[config.mk]
export PLATFORM = sky130hd
export DESIGN_NAME = ethernet_rx_ring_frame_check_core
export DESIGN_NICKNAME = d
export VERILOG_FILES = /design/src/rtl/core/erfc_pkg.sv /design/src/rtl/core/ethernet_rx_ring_frame_check_core.sv
export SDC_FILE = /design/constraint.sdc
export NUM_CORES = 1
export LEC_CHECK = 0
export ABC_AREA = 0
export ABC_CLOCK_PERIOD_IN_PS = 9100
export BUFFER_PORTS_ARGS = -buffer_cell sky130_fd_sc_hd__buf_2
export CORE_MARGIN = 5
export CORE_UTILIZATION = 40
export CTS_CLUSTER_DIAMETER = 80
export DETAILED_ROUTE_END_ITERATION = 12
export PLACE_DENSITY_LB_ADDON = 0.2
export SYNTH_ARGS = -nofsm -noshare
export SYNTH_HDL_FRONTEND = slang
export SYNTH_SLANG_ARGS = --single-unit
[constraint.sdc]
create_clock -name clk -period 9.1 [get_ports clk]
set_input_delay 0.455 -clock clk [delete_from_list [all_inputs] [get_ports clk]]
set_output_delay 0.455 -clock clk [all_outputs]
set_load 0.02 [all_outputs]
[src/rtl/core/erfc_pkg.sv]
// ----------------------------------------------------------------------------
// erfc_pkg
// Shared types, constants and the bytewise crc step for the receive ring
// frame checker.
// ----------------------------------------------------------------------------
package erfc_pkg;

  // ring size in bytes, a power of two
  localparam int unsigned RING_BYTES = 8192;
  localparam int unsigned RING_W     = $clog2(RING_BYTES);

  localparam logic [31:0] CRC_POLY  = 32'hEDB8_8320;
  localparam logic [31:0] CRC_ONES  = 32'hFFFF_FFFF;
  localparam logic [15:0] RP_BIAS   = 16'h0010;
  localparam logic [15:0] MIN_FRAME = 16'd18;
  localparam logic [16:0] HDR_BYTES = 17'd4;

  typedef enum logic [2:0] {
    VD_ACCEPT = 3'd0,
    VD_CRC    = 3'd1,
    VD_ADDR   = 3'd2,
    VD_EMPTY  = 3'd3,
    VD_RUNT   = 3'd4
  } verdict_t;

  function automatic logic [31:0] crc_byte(input logic [31:0] c, input logic [7:0] b);
    logic [31:0] v;
    v = c ^ {24'h0, b};
    for (int k = 0; k < 8; k++) begin
      v = v[0] ? ((v >> 1) ^ CRC_POLY) : (v >> 1);
    end
    return v;
  endfunction

endpackage

[src/rtl/core/ethernet_rx_ring_frame_check_core.sv]
// ----------------------------------------------------------------------------
// ethernet_rx_ring_frame_check_core
// Receive ring record checker: crc-32 check, address filter, ring advance.
// ----------------------------------------------------------------------------
// Usage:
//   in_valid/in_ready carry one ring record byte per transfer: a 4-byte
//   little-endian header (frame length in bytes 2 and 3) and then the frame.
//   out_valid/out_ready carry one verdict per record, with ether type,
//   payload length, broadcast flag, next ring offset and read pointer.
//   cfg_wr_en/cfg_wr_data write the station mac while the block is idle.
// Latency: a byte is processed in the cycle after its transfer, while it
//   sits in the input register; the verdict of a record's last byte is
//   registered onto out_*, held back while the result register is full.
// Throughput: one byte per cycle unless a record's last byte waits for the result
//   register, set by the crc step between input register and state registers;
//   at most one verdict per four record bytes (empty records). Stall: while a
//   verdict waits for out_ready, the input register still takes header and frame
//   bytes that produce no verdict; only the byte that ends a record holds until the result register frees.
// Reset: record state restarts, ring offset and station mac go to zero,
//   both channels are empty.
// ----------------------------------------------------------------------------
module ethernet_rx_ring_frame_check_core
  import erfc_pkg::*;
(
  input  logic        clk,
  input  logic        rst_n,
  input  logic        cfg_wr_en,
  input  logic [47:0] cfg_wr_data,
  input  logic        in_valid,
  output logic        in_ready,
  input  logic [7:0]  in_record_byte,
  output logic        out_valid,
  input  logic        out_ready,
  output logic [2:0]  out_verdict,
  output logic [15:0] out_ether_type,
  output logic [15:0] out_payload_length,
  output logic        out_dest_broadcast,
  output logic [15:0] out_next_ring_offset,
  output logic [15:0] out_read_pointer
);

  logic [47:0]       mac_r;
  logic              stg_valid_r;
  logic [7:0]        stg_byte_r;

  logic [16:0]       pos_r, pos_nxt;
  logic [15:0]       flen_r, flen_nxt;
  logic [31:0]       crc_r, crc_nxt;
  logic [31:0]       trail_r, trail_nxt;
  logic              deq_r, deq_nxt;
  logic              dall_r, dall_nxt;
  logic [15:0]       etype_r, etype_nxt;
  logic [RING_W-1:0] roff_r, roff_nxt;

  logic              out_valid_r;
  verdict_t          vd_r, vd_nxt;
  logic [15:0]       et_r, et_nxt;
  logic [15:0]       pl_r, pl_nxt;
  logic              bc_r, bc_nxt;
  logic [15:0]       nro_r, nro_nxt;
  logic [15:0]       rp_r, rp_nxt;

  logic              emit;
  logic              restart;
  logic              advance;
  logic [16:0]       idx;
  logic [16:0]       flen17;
  logic [15:0]       hlen;
  logic [5:0]        mac_sh;
  logic [7:0]        own;
  logic [17:0]       unwr_sum;
  logic [17:0]       unwr;

  always_comb begin
    pos_nxt   = pos_r;
    flen_nxt  = flen_r;
    crc_nxt   = crc_r;
    trail_nxt = trail_r;
    deq_nxt   = deq_r;
    dall_nxt  = dall_r;
    etype_nxt = etype_r;
    roff_nxt  = roff_r;
    vd_nxt    = VD_EMPTY;
    et_nxt    = '0;
    pl_nxt    = '0;
    bc_nxt    = 1'b0;
    nro_nxt   = 16'(roff_r);
    rp_nxt    = 16'(roff_r) - RP_BIAS;
    emit      = 1'b0;
    restart   = 1'b0;
    idx       = pos_r - HDR_BYTES;
    flen17    = {1'b0, flen_r};
    hlen      = flen_r;
    mac_sh    = {3'd5 - idx[2:0], 3'b000};
    own       = 8'(mac_r >> mac_sh);
    unwr_sum  = 18'(roff_r) + 18'(flen_r) + 18'd7;
    unwr      = {unwr_sum[17:2], 2'b00};

    if (stg_valid_r) begin
      if (pos_r < HDR_BYTES) begin
        if (pos_r[1:0] == 2'd2) begin
          hlen = {8'h00, stg_byte_r};
        end else if (pos_r[1:0] == 2'd3) begin
          hlen = {stg_byte_r, flen_r[7:0]};
        end
        flen_nxt = hlen;
        pos_nxt  = pos_r + 17'd1;
        if (pos_r[1:0] == 2'd3 && hlen == 16'd0) begin
          emit    = 1'b1;
          restart = 1'b1;
        end
      end else begin
        if (flen_r >= 16'd4 && idx < flen17 - 17'd4) begin
          crc_nxt = crc_byte(crc_r, stg_byte_r);
        end
        if (idx < 17'd6) begin
          if (stg_byte_r != own) deq_nxt = 1'b0;
          if (stg_byte_r != 8'hFF) dall_nxt = 1'b0;
        end
        if (idx == 17'd12) begin
          etype_nxt = {stg_byte_r, 8'h00};
        end else if (idx == 17'd13) begin
          etype_nxt = {etype_r[15:8], stg_byte_r};
        end
        trail_nxt = {stg_byte_r, trail_r[31:8]};
        pos_nxt   = pos_r + 17'd1;
        if (idx + 17'd1 >= flen17) begin
          emit    = 1'b1;
          restart = 1'b1;
          nro_nxt = 16'(unwr[RING_W-1:0]);
          rp_nxt  = unwr[15:0] - RP_BIAS;
          if (flen_r < MIN_FRAME) begin
            vd_nxt = VD_RUNT;
          end else begin
            priority if ((crc_nxt ^ CRC_ONES) != trail_nxt) begin
              vd_nxt = VD_CRC;
            end else if (!dall_nxt && !deq_nxt) begin
              vd_nxt = VD_ADDR;
            end else begin
              vd_nxt = VD_ACCEPT;
            end
            et_nxt = etype_nxt;
            pl_nxt = flen_r - MIN_FRAME;
            bc_nxt = dall_nxt;
          end
          roff_nxt = unwr[RING_W-1:0];
        end
      end
    end

    if (restart) begin
      pos_nxt   = '0;
      flen_nxt  = '0;
      crc_nxt   = CRC_ONES;
      trail_nxt = '0;
      deq_nxt   = 1'b1;
      dall_nxt  = 1'b1;
      etype_nxt = '0;
    end
  end

  assign advance  = stg_valid_r && (!emit || !out_valid_r || out_ready);
  assign in_ready = !stg_valid_r || advance;

  always_ff @(posedge clk) begin
    if (!rst_n) begin
      mac_r       <= '0;
      stg_valid_r <= 1'b0;
      out_valid_r <= 1'b0;
      pos_r       <= '0;
      flen_r      <= '0;
      crc_r       <= CRC_ONES;
      trail_r     <= '0;
      deq_r       <= 1'b1;
      dall_r      <= 1'b1;
      etype_r     <= '0;
      roff_r      <= '0;
    end else begin
      if (cfg_wr_en) mac_r <= cfg_wr_data;
      if (in_ready) stg_valid_r <= in_valid;
      if (advance && emit) begin
        out_valid_r <= 1'b1;
      end else if (out_ready) begin
        out_valid_r <= 1'b0;
      end
      if (advance) begin
        pos_r   <= pos_nxt;
        flen_r  <= flen_nxt;
        crc_r   <= crc_nxt;
        trail_r <= trail_nxt;
        deq_r   <= deq_nxt;
        dall_r  <= dall_nxt;
        etype_r <= etype_nxt;
        roff_r  <= roff_nxt;
      end
    end
  end

  // payload registers
  always_ff @(posedge clk) begin
    if (in_valid && in_ready) stg_byte_r <= in_record_byte;
    if (advance && emit) begin
      vd_r  <= vd_nxt;
      et_r  <= et_nxt;
      pl_r  <= pl_nxt;
      bc_r  <= bc_nxt;
      nro_r <= nro_nxt;
      rp_r  <= rp_nxt;
    end
  end

  assign out_valid            = out_valid_r;
  assign out_verdict          = vd_r;
  assign out_ether_type       = et_r;
  assign out_payload_length   = pl_r;
  assign out_dest_broadcast   = bc_r;
  assign out_next_ring_offset = nro_r;
  assign out_read_pointer     = rp_r;

endmodule

# Word-level counts from Yosys, hierarchy flattened
# Index checks and enable logic that the tools add are counted.
[totals]
ff_bits = 252
latch_bits = 0
ramBits = 0
mem_bits_ro = 0
inputBits = 61
n_memories = 0
[classes]
addsub = 10
mul = 0
div_mod_pow = 0
magnitude_cmp = 6
eq_ne = 8
shifts = 1
mux = 60
n_bitwise = 13
reduce_logical = 25
[ops]
columns = ["cell", "n"]
rows = [
  ["32-bit 2-to-1 mux", 17],
  ["16-bit 2-to-1 mux", 14],
  ["13-bit NOT with 14-bit output", 8],
  ["48-bit by 6-bit >> shifter with 8-bit output", 1],
  ["13-bit 2-to-1 mux", 3],
  ["17-bit by 1-bit adder with 17-bit output (second input constant)", 2],
  ["17-bit by 4-bit == test with 1-bit output (second input constant)", 2],
  ["17-bit by 3-bit < comparator with 1-bit output (second input constant)", 2],
  ["17-bit 2-to-1 mux", 2],
  ["32-bit != test", 1],
  ["32-bit NOT", 1],
  ["16-bit by 5-bit subtractor with 16-bit output (second input constant)", 2],
  ["32-bit by 8-bit XOR with 32-bit output", 1],
  ["1-bit 2-to-1 mux", 20],
  ["17-bit by 16-bit >= comparator with 1-bit output", 1],
  ["17-bit < comparator", 1],
  ["16-bit by 3-bit subtractor with 17-bit output (second input constant)", 1],
  ["17-bit by 3-bit subtractor with 17-bit output (second input constant)", 1],
  ["13-bit by 16-bit adder with 16-bit output", 1],
  ["16-bit by 3-bit adder with 16-bit output (second input constant)", 1],
  ["16-bit by 3-bit >= comparator with 1-bit output (second input constant)", 1],
  ["16-bit zero test", 1],
  ["16-bit by 5-bit < comparator with 1-bit output (second input constant)", 1],
  ["13-bit by 5-bit subtractor with 14-bit output (second input constant)", 1],
  ["other kinds (19)", 37],
]

# Depth between registers and ports, before layout
# Gate-level depths: netlist (run 1).
[logic_depth]
word_depth = 24
mapped_depth = 24

# Worst setup path before layout (run 1)
# Ideal clock, no wire load.
[synth_path]
path_kind = "register to register"
start = "register pos_r[2]"
end = "register bc_r (netlist: out_dest_broadcast), enable pin"
setup_time_ns = 0.476
arrival_time_ns = 6.626
required_ns = 8.624
path_slack_ns = 1.998
path_stages_with_launch = 21
n_path_buf = 1
synth_period_minus_slack_ns = 7.102
cell_sequence = "dfxtp_1 inv_1 ha_1 or4b_1 buf_2 or4_1 xor2_1 or3_1 nor3_1 nand3_1 xnor2_1 ha_1 nand4b_1 nor4_1 nor2_1 o21ai_0 a21oi_1 o21ai_2 o21ai_2 nand2b_1 nor2_1"
[synth_via]
elab_chain_len = 11
[synth_rtl]
columns = ["element", "line", "rtl"]
rows = [
  ["from (decl)", "ethernet_rx_ring_frame_check_core.sv:46", "logic [16:0] pos_r, pos_nxt;"],
  ["from (signal assigned)", "ethernet_rx_ring_frame_check_core.sv:187", "pos_r <= pos_nxt;"],
  ["17-bit by 3-bit subtractor with 17-bit output", "ethernet_rx_ring_frame_check_core.sv:91", "idx = pos_r - HDR_BYTES;"],
  ["17-bit by 1-bit adder with 17-bit output", "ethernet_rx_ring_frame_check_core.sv:127", "if (idx + 17'd1 >= flen17) begin"],
  ["17-bit by 16-bit >= comparator with 1-bit output", "ethernet_rx_ring_frame_check_core.sv:127", ""],
  ["1-bit 2-to-1 mux", "ethernet_rx_ring_frame_check_core.sv:127", ""],
  ["1-bit 2-to-1 mux *", "ethernet_rx_ring_frame_check_core.sv:100", "if (pos_r < HDR_BYTES) begin"],
  ["1-bit 2-to-1 mux *", "ethernet_rx_ring_frame_check_core.sv:99", "if (stg_valid_r) begin"],
  ["1-bit zero test", "ethernet_rx_ring_frame_check_core.sv:162", "assign advance = stg_valid_r && (!emit || !out_valid_r || out_ready);"],
  ["1-bit logical OR (2 in a row)", "ethernet_rx_ring_frame_check_core.sv:162", ""],
  ["1-bit logical AND", "ethernet_rx_ring_frame_check_core.sv:162", ""],
  ["1-bit logical AND *", "ethernet_rx_ring_frame_check_core.sv:202", "if (advance && emit) begin"],
  ["to (signal assigned)", "ethernet_rx_ring_frame_check_core.sv:206", "bc_r <= bc_nxt;"],
  ["to (decl)", "ethernet_rx_ring_frame_check_core.sv:59", "logic bc_r, bc_nxt;"],
]
# Every way passes the cells marked *; elsewhere a longest branch is shown, timed or not.
# A chain may end at the register's enable or synchronous reset.

# Worst setup path in the final report (run 1)
[layout_path]
start = "register pos_r[2]"
end = "register vd_r[0] (netlist: out_verdict[0]) (data pin)"
[layout_via]
elab_chain_len = 10
[layout_rtl]
columns = ["element", "line", "rtl"]
rows = [
  ["17-bit by 3-bit subtractor with 17-bit output", "ethernet_rx_ring_frame_check_core.sv:91", ""],
  ["17-bit < comparator", "ethernet_rx_ring_frame_check_core.sv:113", "if (flen_r >= 16'd4 && idx < flen17 - 17'd4) begin"],
  ["1-bit logical AND", "ethernet_rx_ring_frame_check_core.sv:113", ""],
  ["32-bit 2-to-1 mux", "ethernet_rx_ring_frame_check_core.sv:113", ""],
  ["32-bit 2-to-1 mux", "ethernet_rx_ring_frame_check_core.sv:100", ""],
  ["32-bit 2-to-1 mux", "ethernet_rx_ring_frame_check_core.sv:99", ""],
  ["32-bit NOT (no line)", "n/a", ""],
  ["32-bit != test", "ethernet_rx_ring_frame_check_core.sv:135", "priority if ((crc_nxt ^ CRC_ONES) != trail_nxt) begin"],
  ["2-bit 2-to-1 mux", "ethernet_rx_ring_frame_check_core.sv:135", ""],
  ["3-bit 2-to-1 mux", "ethernet_rx_ring_frame_check_core.sv:132", "if (flen_r < MIN_FRAME) begin"],
  ["to (signal assigned)", "ethernet_rx_ring_frame_check_core.sv:203", "vd_r <= vd_nxt;"],
  ["to (decl)", "ethernet_rx_ring_frame_check_core.sv:56", "verdict_t vd_r, vd_nxt;"],
]
# Parallel ways exist; a longest one is shown, timed or not. The select of a mux whose other input is x is not followed.

==> summary.txt, run 1 <==
Worst setup path
  – Crit path max-delay family: compound AO/OA/AOI/OAI gates
  – Crit path kind: flop to flop
  – Critical Path End Type: flop
  – Crit path DAT: 6.95 ns
  – CP max FO: 13
  – Critical-path top delay cell: a2111oi_0
  – Crit-path max cell delay: 0.96 ns
  – Worst path required time: 9.40 ns
  – Critical-path cell list: inv_1 -> ha_1 -> or4b_1 -> or4_1 -> xor2_1 -> inv_1 -> ha_1 -> a21oi_1 -> o21ai_0 -> a2111oi_0 -> a211o_1 -> nand2_1 -> a211oi_1 -> nand4_1 -> nor4_1 -> o2111ai_1 -> a21bo_2
  – Critical path buffers and inverters: 2
  – CP startpoint kind: flop

Detailed routing
  – Post-DR wirelength/cell: 18.65 um
  – DR iter-0 viols: 636
  – WL final: 37,980 um
  – Pre-Repair DR Iteration Count: 5
  – Post-route DRC violation count: 0
  – Vias per inst: 5.452
  – ANT nets after route: 0
  – Vias: 11,110

Clock network
  – Hold Buf Count CTS: 0
  – H-tree Lvls: 1
  – Clock buffer depth: 3
  – CTS tree: done
  – TritonCTS Buffers: 28
  – Skew-Pair Late Insertion Delay: 0.55 ns
  – Post-CTS Setup Repair Bufs: 0
  – Clock sink total: 235
  – Clock slew at reported path FFs: 0.06 ns
  – Post-CTS sizing: 0
  – Root buffer cell: clkbuf_16

Finish
  – Post-route insts no fill: 2,037
  – Nets: 1,690
  – Filler cells: 3,294
  – P&R area growth vs syn: 12.99%
  – Layout cell share with drive strength beyond 1: 0.1543

Floorplanning
  – Die Area: 39,160 sq um
  – Die W: 197.9 um
  – Initial core utilization: 0.4068
  – Io pins: 131
  – Chip height: 197.9 um
  – Core area: 34,710 sq um
  – Num rows: 68

Logic synthesis
  – Simple-Gate Fraction of Synth Area: 0.1684
  – #FFs+latches synth: 235
  – Compound-gate portion of the synthesized area: 0.1488
  – Yosys warns: 0
  – Synth top area share: 0.2382
  – Xor/xnor share of the synthesized area: 0.1229
  – Post-synth top flop: dfxtp_1
  – Largest family of logic cells by synthesized area: simple AND/OR/NAND/NOR gates
  – Largest area contributor in the netlist: dfxtp_1
  – Seq/Total Area, Yosys: 0.3806
  – Mapped Area: 14,120 sq um
  – Post-Syn Instances: 1,471
  – Syn avg cell area: 9.600 sq um
  – Post-synth EDFFs: 67
  – Post-synthesis mux area share: 0.07204
  – Synth unique cells: 92
  – Adder-cell share of the synthesized area: 0.06256
  – Synth area leaders: dfxtp_1 24%, edfxtp_1 14%, xnor2_1 7.4%, ha_1 6.1%, mux2i_1 4.9%
  – Asr flop ratio synth: 0

Global routing
  – Initial antenna violation count: 6
  – GRT Total Usage: 0.1897
  – GRT Residual Overflow: 0
  – Vias in the first global route: 10,710
  – Global-route wire length before repair: 60,500 um
  – Largest net degree at the start of global routing: 64

Timing
  – Setup-failing EPs final: 0
  – Clk_skew: 0.01362 ns
  – Endpoints failing hold: 0
  – Setup TNS: 0 ns
  – Slew HR: 0.2513
  – RSZ-0062 raised after global routing: false
  – Fin crit period: 6.656 ns
  – Fmax: 150.2 MHz
  – Final slew viol count: 0
  – Final period utilization: 0.7315
  – Slew @ Worst Pin: 1.095 ns

Power
  – Leakage: 6.629 nW
  – Maximum vdd drop: 0.0001703 V
  – PD cells: 159.3 nW/um^2

Status
  – Status: complete, no violations

Placement
  – Placed insts: 1,984
  – Post-DP HPWL: 28,050 um
  – Placer Congestion: 0.8728
  – I/O Buffers: 123

Flow run
  – Maxcap violations: 0

Min path
  – Worst hold path class: input port to flop
[logic make-up (layout without fill, tap and decap cells)]
group           count (synthesis)  in the layout
xor+xnor                      181            181
fa+ha+maj                      70             70
flops                         235            235
buf+inv                       140            244
other cells                     1              8
simple gates                  469            469
compound gates                285            285
mux                            90             90
[flip-flops by register name, indices dropped and copies added, names as in the netlist]
register,cells
stg_byte_r,8
stg_valid_r,1
etype_r,16
out_verdict,3
roff_r,11
out_ether_type,16
out_payload_length,16
crc_r,32
out_read_pointer,12
mac_r,48
deq_r,1
trail_r,24
pos_r,17
out_valid,1
out_next_ring_offset,11
dall_r,1
out_dest_broadcast,1
flen_r,16
[metrics by stage]
stage / utilization / setup slack, ns / hold WS (ns) / cell area (sq um) / power (W)
global placement: 0.4337 / 2.664 / 0.4335 / 15060 / 0.001468
detailed placement: 0.4337 / 2.449 / 0.4407 / 15060 / 0.001471
CTS: 0.4596 / 2.392 / 0.06650 / 15950 / 0.002565
global route: 0.4596 / 1.893 / 0.07258 / 15950 / 0.002642
finish: 0.4596 / 2.444 / 0.08732 / 15960 / 0.002541
floorplan: - / 1.998 / 0.4245 / 14140 / 0.001374
[cell usage after synthesis, types with 21 or more instances]
cell type / n
inv_1: 48
a22o_1: 43
clkbuf_1: 39
nor3_1: 27
xnor2_1: 119
mux2i_1: 69
o21ai_0: 36
xor2_1: 49
nor2b_1: 33
nand4_1: 21
nand3_1: 36
ha_1: 69
nand2_1: 83
edfxtp_1: 67
a2bb2oi_1: 25
nor2_1: 158
a21oi_1: 47
dfxtp_1: 168
[worst paths after layout]
kind / startpoint / end / slack, ns / cells past startpoint
worst min-delay path: in_record_byte[3] / stg_byte_r[3] / 0.09 / 1
worst max register to register: pos_r[2] / out_verdict[0] / 2.44 / 17
worst max-delay path: pos_r[2] / out_verdict[0] / 2.44 / 17
worst min register to register: deq_r / deq_r / 0.45 / 2
[layout make-up]
type / count / area, sq um / share of cell area
antenna: 1 / 2.502 / 0.0001568
inverter: 50 / 187.7 / 0.01176
multi-input combinational: 1102 / 8165 / 0.5118
clock inverter: 17 / 138.9 / 0.008705
timing repair buffer: 142 / 758.2 / 0.04752
clock buffer: 35 / 758.2 / 0.04752
tap: 455 / 569.3 / 0.03568
sequential: 235 / 5375 / 0.3369
[layer usage]
metal / up-vias / track usage / wire length [um]
li1: 5504 / - / -
met1: 5196 / 0.2675 / 17730
met2: 323 / 0.2984 / 16750
met3: 70 / 0.03880 / 2458
met4: 12 / 0.04871 / 972
met5: - / 0 / 69
[worst reg2reg max path: stages, from the launching register on]
cell       delay (ns)
dfxtp_1          0.39
inv_1            0.16
ha_1             0.28
or4b_1           0.63
or4_1            0.47
xor2_1           0.44
inv_1            0.12
ha_1             0.34
a21oi_1          0.15
o21ai_0          0.13
a2111oi_0        0.96
a211o_1          0.50
nand2_1          0.47
a211oi_1         0.35
nand4_1          0.13
nor4_1           0.33
o2111ai_1        0.29
a21bo_2          0.29
[placed cells by master, fill, tap and decap left out, drive strengths merged, types with 13 or more instances in the layout]
cell type / count
clkbuf: 35
buf: 142
inv: 51
nand3: 37
xor2: 51
nor2: 160
mux2: 13
nand2: 83
nor2b: 33
a2bb2oi: 25
nor4: 16
or4: 19
nand4: 21
edfxtp: 67
mux2i: 69
a21oi: 47
xnor2: 122
nor3: 30
dfxtp: 168
o22ai: 20
o21ai: 44
ha: 69
a22o: 43
[report_power, final]
group | internal, W | switching [W] | leakage (nW)
combinational | 0.000135 | 0.000210 | 4.07
clock | 0.000645 | 0.000447 | 0.435
sequential | 0.00109 | 0.0000156 | 2.12
No activity file was read; power rests on OpenSTA's default activity.
==> inputs of run 2 (changes only) <==
--- a/config.mk
+++ b/config.mk
@@ -5,8 +5,8 @@
 export SDC_FILE = /design/constraint.sdc
 export NUM_CORES = 1
 export LEC_CHECK = 0
-export ABC_AREA = 0
-export ABC_CLOCK_PERIOD_IN_PS = 9100
+export ABC_AREA = 1
+export ABC_CLOCK_PERIOD_IN_PS = 6200
 export BUFFER_PORTS_ARGS = -buffer_cell sky130_fd_sc_hd__buf_2
 export CORE_MARGIN = 5
 export CORE_UTILIZATION = 40
==> constraint.sdc (replaced) <==
create_clock -name clk -period 6.2 [get_ports clk]
set_input_delay 0.31 -clock clk [delete_from_list [all_inputs] [get_ports clk]]
set_output_delay 0.31 -clock clk [all_outputs]
set_load 0.02 [all_outputs]
==> run 2 against run 1 <==
  * Sequential cell count did not move
  * Via count rose by 37%
  * Final area rose by 12%
  * Clock skew rose by 0.0028 ns
  * Fmax rose by 25%
  * Sequential share of layout area fell by 3.6 points
  * Worst setup slack got worse by 1.6 ns
  * Clock power rose by 52%
  * Sequential power rose by 48%
  * Synthesized area rose by 11%
  * Global-route usage rose by 2.1 points
==> summary.txt, run 2 <==
Status
  – Status: complete, no violations

Worst setup path
  – Crit path kind: flop to flop
  – Crit path DAT: 5.61 ns (-1.34 ns)
  – Worst path required time: 6.50 ns (-2.90 ns)
  – Crit-path max cell delay: 0.55 ns (-0.41 ns)
  – CP startpoint kind: flop
  – Critical-path top delay cell: dfxtp_1
  – Critical Path End Type: flop
  – CP max FO: 33 (+20)

Floorplanning
  – Chip height: 207.6 um (+4.9%)
  – Die W: 207.6 um (+4.9%)
  – Num rows: 72 (+5.9%)
  – Initial core utilization: 0.4042 (-0.002621)
  – Core area: 38,650 sq um (+11%)
  – Io pins: 131 (unchanged)
  – Die Area: 43,100 sq um (+10%)

Timing
  – Final slew viol count: 0 (unchanged)
  – Slew HR: 0.2030 (-0.04830)
  – Final period utilization: 0.8568 (+0.1253)
  – Setup TNS: 0 ns (unchanged)
  – Fin crit period: 5.312 ns (-1.344 ns)
  – Fmax: 188.3 MHz (+25%)
  – Clk_skew: 0.01640 ns (+0.002779 ns)
  – RSZ-0062 raised after global routing: false
  – Final setup margin: 0.8881 ns (-1.556 ns)
  – Hold_ws: 0.01352 ns (-0.07380 ns)
  – Endpoints failing hold: 0 (unchanged)
  – Setup-failing EPs final: 0 (unchanged)
  – Slew @ Worst Pin: 1.192 ns (+0.09720 ns)

Logic synthesis
  – Commonest cells post-synth: 703 x nand2_1, 261 x nor2_1, 218 x inv_1
  – Largest area contributor in the netlist: dfxtp_1
  – Most common cell in the netlist: nand2_1
  – Syn avg cell area: 6.724 sq um (-30%)
  – Mapped Area: 15,620 sq um (+11%)
  – #FFs+latches synth: 235 (unchanged)
  – Asr flop ratio synth: 0 (unchanged)
  – Yosys warns: 0 (unchanged)
  – Synth unique cells: 54 (-41%)
  – Post-Syn Instances: 2,323 (+58%)
  – Post-synth top flop: dfxtp_1
  – Synth area leaders: dfxtp_1 22%, nand2_1 17%, edfxtp_1 13%, nor2_1 6.3%, nand3_1 5.7%
  – Post-synth EDFFs: 67 (unchanged)
  – Seq/Total Area, Yosys: 0.3441 (-0.03653)
  – Synth top area share: 0.2153 (-0.02286)

Clock network
  – Skew-Pair Late Insertion Delay: 0.56 ns (about the same)
  – Clock slew at reported path FFs: 0.06 ns (about the same)
  – Clock sink total: 235 (unchanged)
  – Clock buffer depth: 3 (unchanged)
  – Post-CTS sizing: 0 (unchanged)
  – CTS tree: done
  – Hold Buf Count CTS: 45 (+45)
  – H-tree Lvls: 1 (unchanged)
  – Root buffer cell: clkbuf_16
  – TritonCTS Buffers: 29 (+3.6%)
  – Post-CTS Setup Repair Bufs: 0 (unchanged)

Global routing
  – GRT Residual Overflow: 0 (unchanged)
  – Largest net degree at the start of global routing: 70 (+9.4%)
  – Vias in the first global route: 14,210 (+33%)
  – Global-route wire length before repair: 75,740 um (+25%)
  – Initial antenna violation count: 0 (-6)
  – GRT Total Usage: 0.2105 (+0.02078)

Finish
  – Most frequent cells in the layout: 702 x nand2_1, 261 x nor2_1, 217 x inv_1
  – Design Area, Final: 17,850 sq um (+12%)
  – Filler cells: 3,987 (+21%)
  – Most flops, register: mac_r
  – Top Registers: mac_r (48), crc_r (32), trail_r (24)
  – Nets: 2,565 (+52%)
  – Layout cell share with drive strength beyond 1: 0.09446 (-0.05987)
  – P&R area growth vs syn: 14.27%
  – Number of flip-flops in the largest register: 48 (unchanged)
  – Commonest non-fill, non-tap cell in the layout: nand2_1
  – Diode count: 0 (-1)

Placement
  – Placer Congestion: 0.8922 (+2.2%)
  – Post-DP HPWL: 33,940 um (+21%)
  – I/O Buffers: 123 (unchanged)
  – Area post-placement: 16,470 sq um (+9.4%)
  – DP Worst Slack: 0.9281 ns (-1.521 ns)

Detailed routing
  – ANT nets after route: 0 (unchanged)
  – Post-route DRC violation count: 0 (unchanged)
  – Vias per inst: 5.102 (-6.4%)
  – Pre-Repair DR Iteration Count: 6 (+1)
  – Vias: 15,170 (+37%)
  – WL final: 47,270 um (+24%)
  – Post-DR wirelength/cell: 15.89 um (-15%)
  – DR iter-0 viols: 963 (+51%)

Min path
  – Worst hold path class: input port to flop

Power
  – Leakage: 8.434 nW (+27%)
  – Maximum vdd drop: 0.0001857 V (+9.0%)
  – PD cells: 215.7 nW/um^2 (+35%)

Flow run
  – Maxcap violations: 0 (unchanged)
run 2: changes by cell type in the layout (fill, tap and decap cells not counted), sizes merged, moves of 43 or more:
| cell | change |
|---|---|
| nand2 | +628 |
| inv | +175 |
| nand3 | +146 |
| o21ai | +122 |
| nor2 | +112 |
| xnor2 | -106 |
| a21oi | +79 |
| mux2i | -67 |
| dlygate4sd3 | +45 |
| a22o | -43 |
run 2: path summary, 6_finish.rpt:
path                  startpoint                      to  slack (ns)  cells after the start
hold reg to reg       etype_r[0]              etype_r[0]        0.46                      2
setup / recovery        pos_r[2]  out_payload_length[11]        0.89                     26
hold / removal    cfg_wr_data[5]                mac_r[5]        0.01                      3
setup reg to reg        pos_r[2]  out_payload_length[11]        0.89                     26
run 2: layer usage:
layer  GRT usage  routed length, um  vias up
met5           0                  0        -
met2      0.3515              21600      444
met1      0.2916              21690     6953
li1            -                  -     7697
met3     0.02917               2899       78
met4     0.04757               1077        0
run 2: cell type report:
| cell class | instances | area, sq um | area share |
|---|---|---|---|
| clock buffers | 36 | 782.0 | 0.04381 |
| well taps | 518 | 648.1 | 0.03631 |
| repair buffers | 186 | 1201 | 0.06730 |
| flip-flops and latches | 235 | 5375 | 0.3012 |
| inverters | 228 | 857.1 | 0.04802 |
| clock inverters | 17 | 150.1 | 0.008412 |
| multi-input cells | 1754 | 8835 | 0.4950 |
run 2: per-stage QoR:
step / power [W] / cells / util
floorplan: 0.002035 / 2329 / -
global placement: 0.002189 / 2876 / 0.4261
detailed placement: 0.002194 / 2876 / 0.4261
CTS: 0.003877 / 2974 / 0.4618
global route: 0.004022 / 2974 / 0.4618
finish: 0.003851 / 2974 / 0.4618
run 2: where the power goes:
part | switching, W | total (W) | internal [W]
clock | 0.000684 | 0.00166 | 0.000977
sequential | 0.0000283 | 0.00163 | 0.00160
combinational | 0.000370 | 0.000561 | 0.000191
total | 0.00108 | 0.00385 | 0.00277
run 2: cell families after synthesis:
| kind of cell | share of synthesized area |
|---|---|
| flops | 0.3441 |
| simple gates | 0.3377 |
| fa+ha+maj | 0.05655 |
| other cells | 0.0002401 |
| compound gates | 0.1055 |
| mux | 0.001282 |
| xor+xnor | 0.06272 |
| buf+inv | 0.09188 |
run 2: worst max-delay path, delay by kind of cell (launching register included):
| kind | cells | cell delay, ns |
|---|---|---|
| AOI/OAI and AO/OA | 3 | 0.47 |
| xor gates and xnor gates | 1 | 0.15 |
| adders and majority gates | 2 | 0.58 |
| buffers and inverters | 8 | 1.22 |
| DFF | 1 | 0.55 |
| and+or+nand+nor | 12 | 2.05 |
==> inputs of run 3 (changes only) <==
--- a/config.mk
+++ b/config.mk
@@ -10,9 +10,9 @@
 export BUFFER_PORTS_ARGS = -buffer_cell sky130_fd_sc_hd__buf_2
 export CORE_MARGIN = 5
 export CORE_UTILIZATION = 40
+export CTS_BUF_LIST = sky130_fd_sc_hd__clkbuf_8 sky130_fd_sc_hd__clkbuf_16
 export CTS_CLUSTER_DIAMETER = 80
 export DETAILED_ROUTE_END_ITERATION = 12
-export PLACE_DENSITY_LB_ADDON = 0.2
 export SYNTH_ARGS = -nofsm -noshare
 export SYNTH_HDL_FRONTEND = slang
 export SYNTH_SLANG_ARGS = --single-unit
==> run 3 against run 2 <==
  * Hold slack better by 0.026 ns
  * Combinational power decreased by 1%
  * Sequential share of layout area barely moved
  * Critical path type unchanged
  * Final area up 0.11%
  * First-iteration DRC count up 12%
  * Clock power about the same
  * Critical path depth decreased by 1
  * Clock skew decreased by 0.0022 ns
==> summary.txt, run 3 (synthesis results as in run 2) <==
Finish
  – Most frequent cells in the layout: 702 x nand2_1, 261 x nor2_1, 222 x inv_1
  – Commonest non-fill, non-tap cell in the layout: nand2_1
  – Number of flip-flops in the largest register: 48 (unchanged)
  – Top Registers: mac_r (48), crc_r (32), trail_r (24)
  – P&R area growth vs syn: 14.39%
  – Post-route insts no fill: 2,972 (-0.067%)
  – Nets: 2,564 (-0.039%)
  – Most flops, register: mac_r
  – Diode count: 0 (unchanged)
  – Layout cell share with drive strength beyond 1: 0.09332 (-0.001146)
  – Design Area, Final: 17,870 sq um (+0.11%)

Worst setup path
  – Critical path buffers and inverters: 7 (-1)
  – CP max FO: 33 (unchanged)
  – Crit-path max cell delay: 0.55 ns (about the same)
  – R2R Path Start: pos_r[2]
  – Reg2reg end: out_payload_length[12]
  – CP Depth: 25 (-3.8%)
  – CP startpoint kind: flop
  – Worst Setup SP: pos_r[2]
  – Critical Path End: out_payload_length[12]
  – Crit path max-delay family: simple AND/OR/NAND/NOR gates
  – Critical-path top delay cell: dfxtp_1
  – Crit path kind: flop to flop
  – Reg-to-reg setup timing slack: 0.77 ns (-0.11 ns)
  – Critical Path End Type: flop
  – Crit path DAT: 5.72 ns (+0.11 ns)
  – R2R cell count: 25 (-3.8%)
  – Worst path required time: 6.49 ns (about the same)

Detailed routing
  – Post-route DRC violation count: 0 (unchanged)
  – Vias per inst: 5.096 (-0.11%)
  – Vias: 15,150 (-0.18%)
  – ANT nets after route: 0 (unchanged)
  – WL final: 47,150 um (-0.25%)
  – Post-DR wirelength/cell: 15.87 um (-0.19%)
  – Pre-Repair DR Iteration Count: 5 (-1)
  – DR iter-0 viols: 1,082 (+12%)

Placement
  – Area post-placement: 16,440 sq um (-0.14%)
  – DP Worst Slack: 0.7772 ns (-0.1509 ns)
  – Post-DP HPWL: 33,610 um (-0.97%)
  – Placer Congestion: 0.9251 (+3.7%)
  – I/O Buffers: 123 (unchanged)
  – Placed insts: 2,873 (-0.10%)

Global routing
  – Initial antenna violation count: 0 (unchanged)
  – Vias in the first global route: 14,520 (+2.2%)
  – GRT Residual Overflow: 0 (unchanged)
  – Largest net degree at the start of global routing: 92 (+31%)
  – Global-route wire length before repair: 76,580 um (+1.1%)
  – GRT Total Usage: 0.2119 (+0.001415)

Clock network
  – CTS tree: done
  – Skew-Pair Late Insertion Delay: 0.56 ns (about the same)
  – Clock slew at reported path FFs: 0.06 ns (about the same)
  – Post-CTS Setup Repair Bufs: 0 (unchanged)
  – H-tree Lvls: 1 (unchanged)
  – Root buffer cell: clkbuf_16
  – TritonCTS Buffers: 28 (-3.4%)
  – Post-CTS sizing: 0 (unchanged)
  – Clock buffer depth: 3 (unchanged)
  – Hold Buf Count CTS: 48 (+6.7%)
  – Clock sink total: 235 (unchanged)

Timing
  – Final slew viol count: 0 (unchanged)
  – RSZ-0062 raised after global routing: false
  – Slew @ Worst Pin: 1.079 ns (-0.1132 ns)
  – Endpoints failing hold: 0 (unchanged)
  – Fin crit period: 5.425 ns (+0.1135 ns)
  – Fmax: 184.3 MHz (-2.1%)
  – Setup TNS: 0 ns (unchanged)
  – Final setup margin: 0.7747 ns (-0.1135 ns)
  – Slew HR: 0.2787 (+0.07570)
  – Final period utilization: 0.8751 (+0.01830)
  – Clk_skew: 0.01417 ns (-0.002232 ns)
  – Setup-failing EPs final: 0 (unchanged)

Power
  – Part of the power in registers: 0.423 (about the same)
  – Sw frac: 0.2774 (-0.003616)
  – Clock Power Share: 0.434 (+0.003)
  – Leakage: 8.468 nW (+0.40%)
  – PD cells: 216.2 nW/um^2 (+0.21%)
  – Comb pwr share: 0.144 (-0.002)
  – Final total power: 0.003863 W (+0.32%)
  – Switching power total: 0.001072 W (-0.97%)
  – Maximum vdd drop: 0.0001948 V (+4.9%)
  – P_int: 0.002791 W (+0.83%)

Status
  – Status: complete, no violations

Floorplanning
  – Io pins: 131 (unchanged)
  – Die W: 207.6 um (unchanged)
  – Core area: 38,650 sq um (unchanged)
  – Die Area: 43,100 sq um (unchanged)
  – Num rows: 72 (unchanged)
  – Initial core utilization: 0.4042 (unchanged)
  – Chip height: 207.6 um (unchanged)

Min path
  – Worst hold path class: input port to flop

Flow run
  – Maxcap violations: 0 (unchanged)
run 3: stage by stage:
step,hold slack (ns),util
after floorplan,0.4089,-
after global placement,0.4394,0.4255
after detailed placement,0.4486,0.4255
after CTS,0.01310,0.4623
after global routing,0.03056,0.4623
final,0.03999,0.4623
run 3: power by group through the flow:
stage | sequential (W) | clock, W | combinational [W]
2_1_floorplan | 0.00164 | 0 | 0.000390
3_3_place_gp | 0.00166 | 0 | 0.000519
3_5_place_dp | 0.00166 | 0 | 0.000524
4_1_cts | 0.00163 | 0.00172 | 0.000550
5_1_grt | 0.00163 | 0.00178 | 0.000629
6_report | 0.00163 | 0.00168 | 0.000555
run 3: worst min path at each step:
stage                            startpoint             to  slack (ns)  cells past startpoint
final                       cfg_wr_data[35]      mac_r[35]        0.04                      3
after global routing        cfg_wr_data[39]      mac_r[39]        0.03                      3
after CTS                   cfg_wr_data[35]      mac_r[35]        0.01                      3
after detailed placement          mac_r[40]      mac_r[40]        0.45                      2
after global placement               dall_r         dall_r        0.44                      2
after floorplan           in_record_byte[0]  stg_byte_r[0]        0.41                      0
run 3: metal layers:
layer | GRT usage | part of all wire
met4 | 0.05663 | 0.026
met5 | 0 | 0
met2 | 0.3553 | 0.46
met1 | 0.2893 | 0.46
met3 | 0.02841 | 0.056
run 3: cell type report:
class	instances	area (sq um)
well taps	518	648.1
inverters	228	857.1
fillers	3946	20780
multi-input cells	1754	8835
clock buffers	34	805.8
clock inverters	17	138.9
repair buffers	186	1209
flip-flops and latches	235	5375
run 3: worst reg2reg max path: stages (launching register included):
cell and delay (ns):
dfxtp_1 0.55, inv_2 0.13, ha_1 0.29, inv_1 0.10, nand2_1 0.05, nand2_1 0.10
inv_1 0.08, nor3_1 0.27, nand3_1 0.16, inv_1 0.08, nand3_1 0.10, nor2_1 0.18
nand4_1 0.14, nor2_1 0.15, xor2_1 0.17, inv_1 0.06, ha_1 0.28, nand4_1 0.10
o21bai_1 0.06, a21oi_1 0.32, nand2_1 0.19, nand2_2 0.44, inv_2 0.25, nand2_1 0.51
buf_4 0.33, a21oi_1 0.08
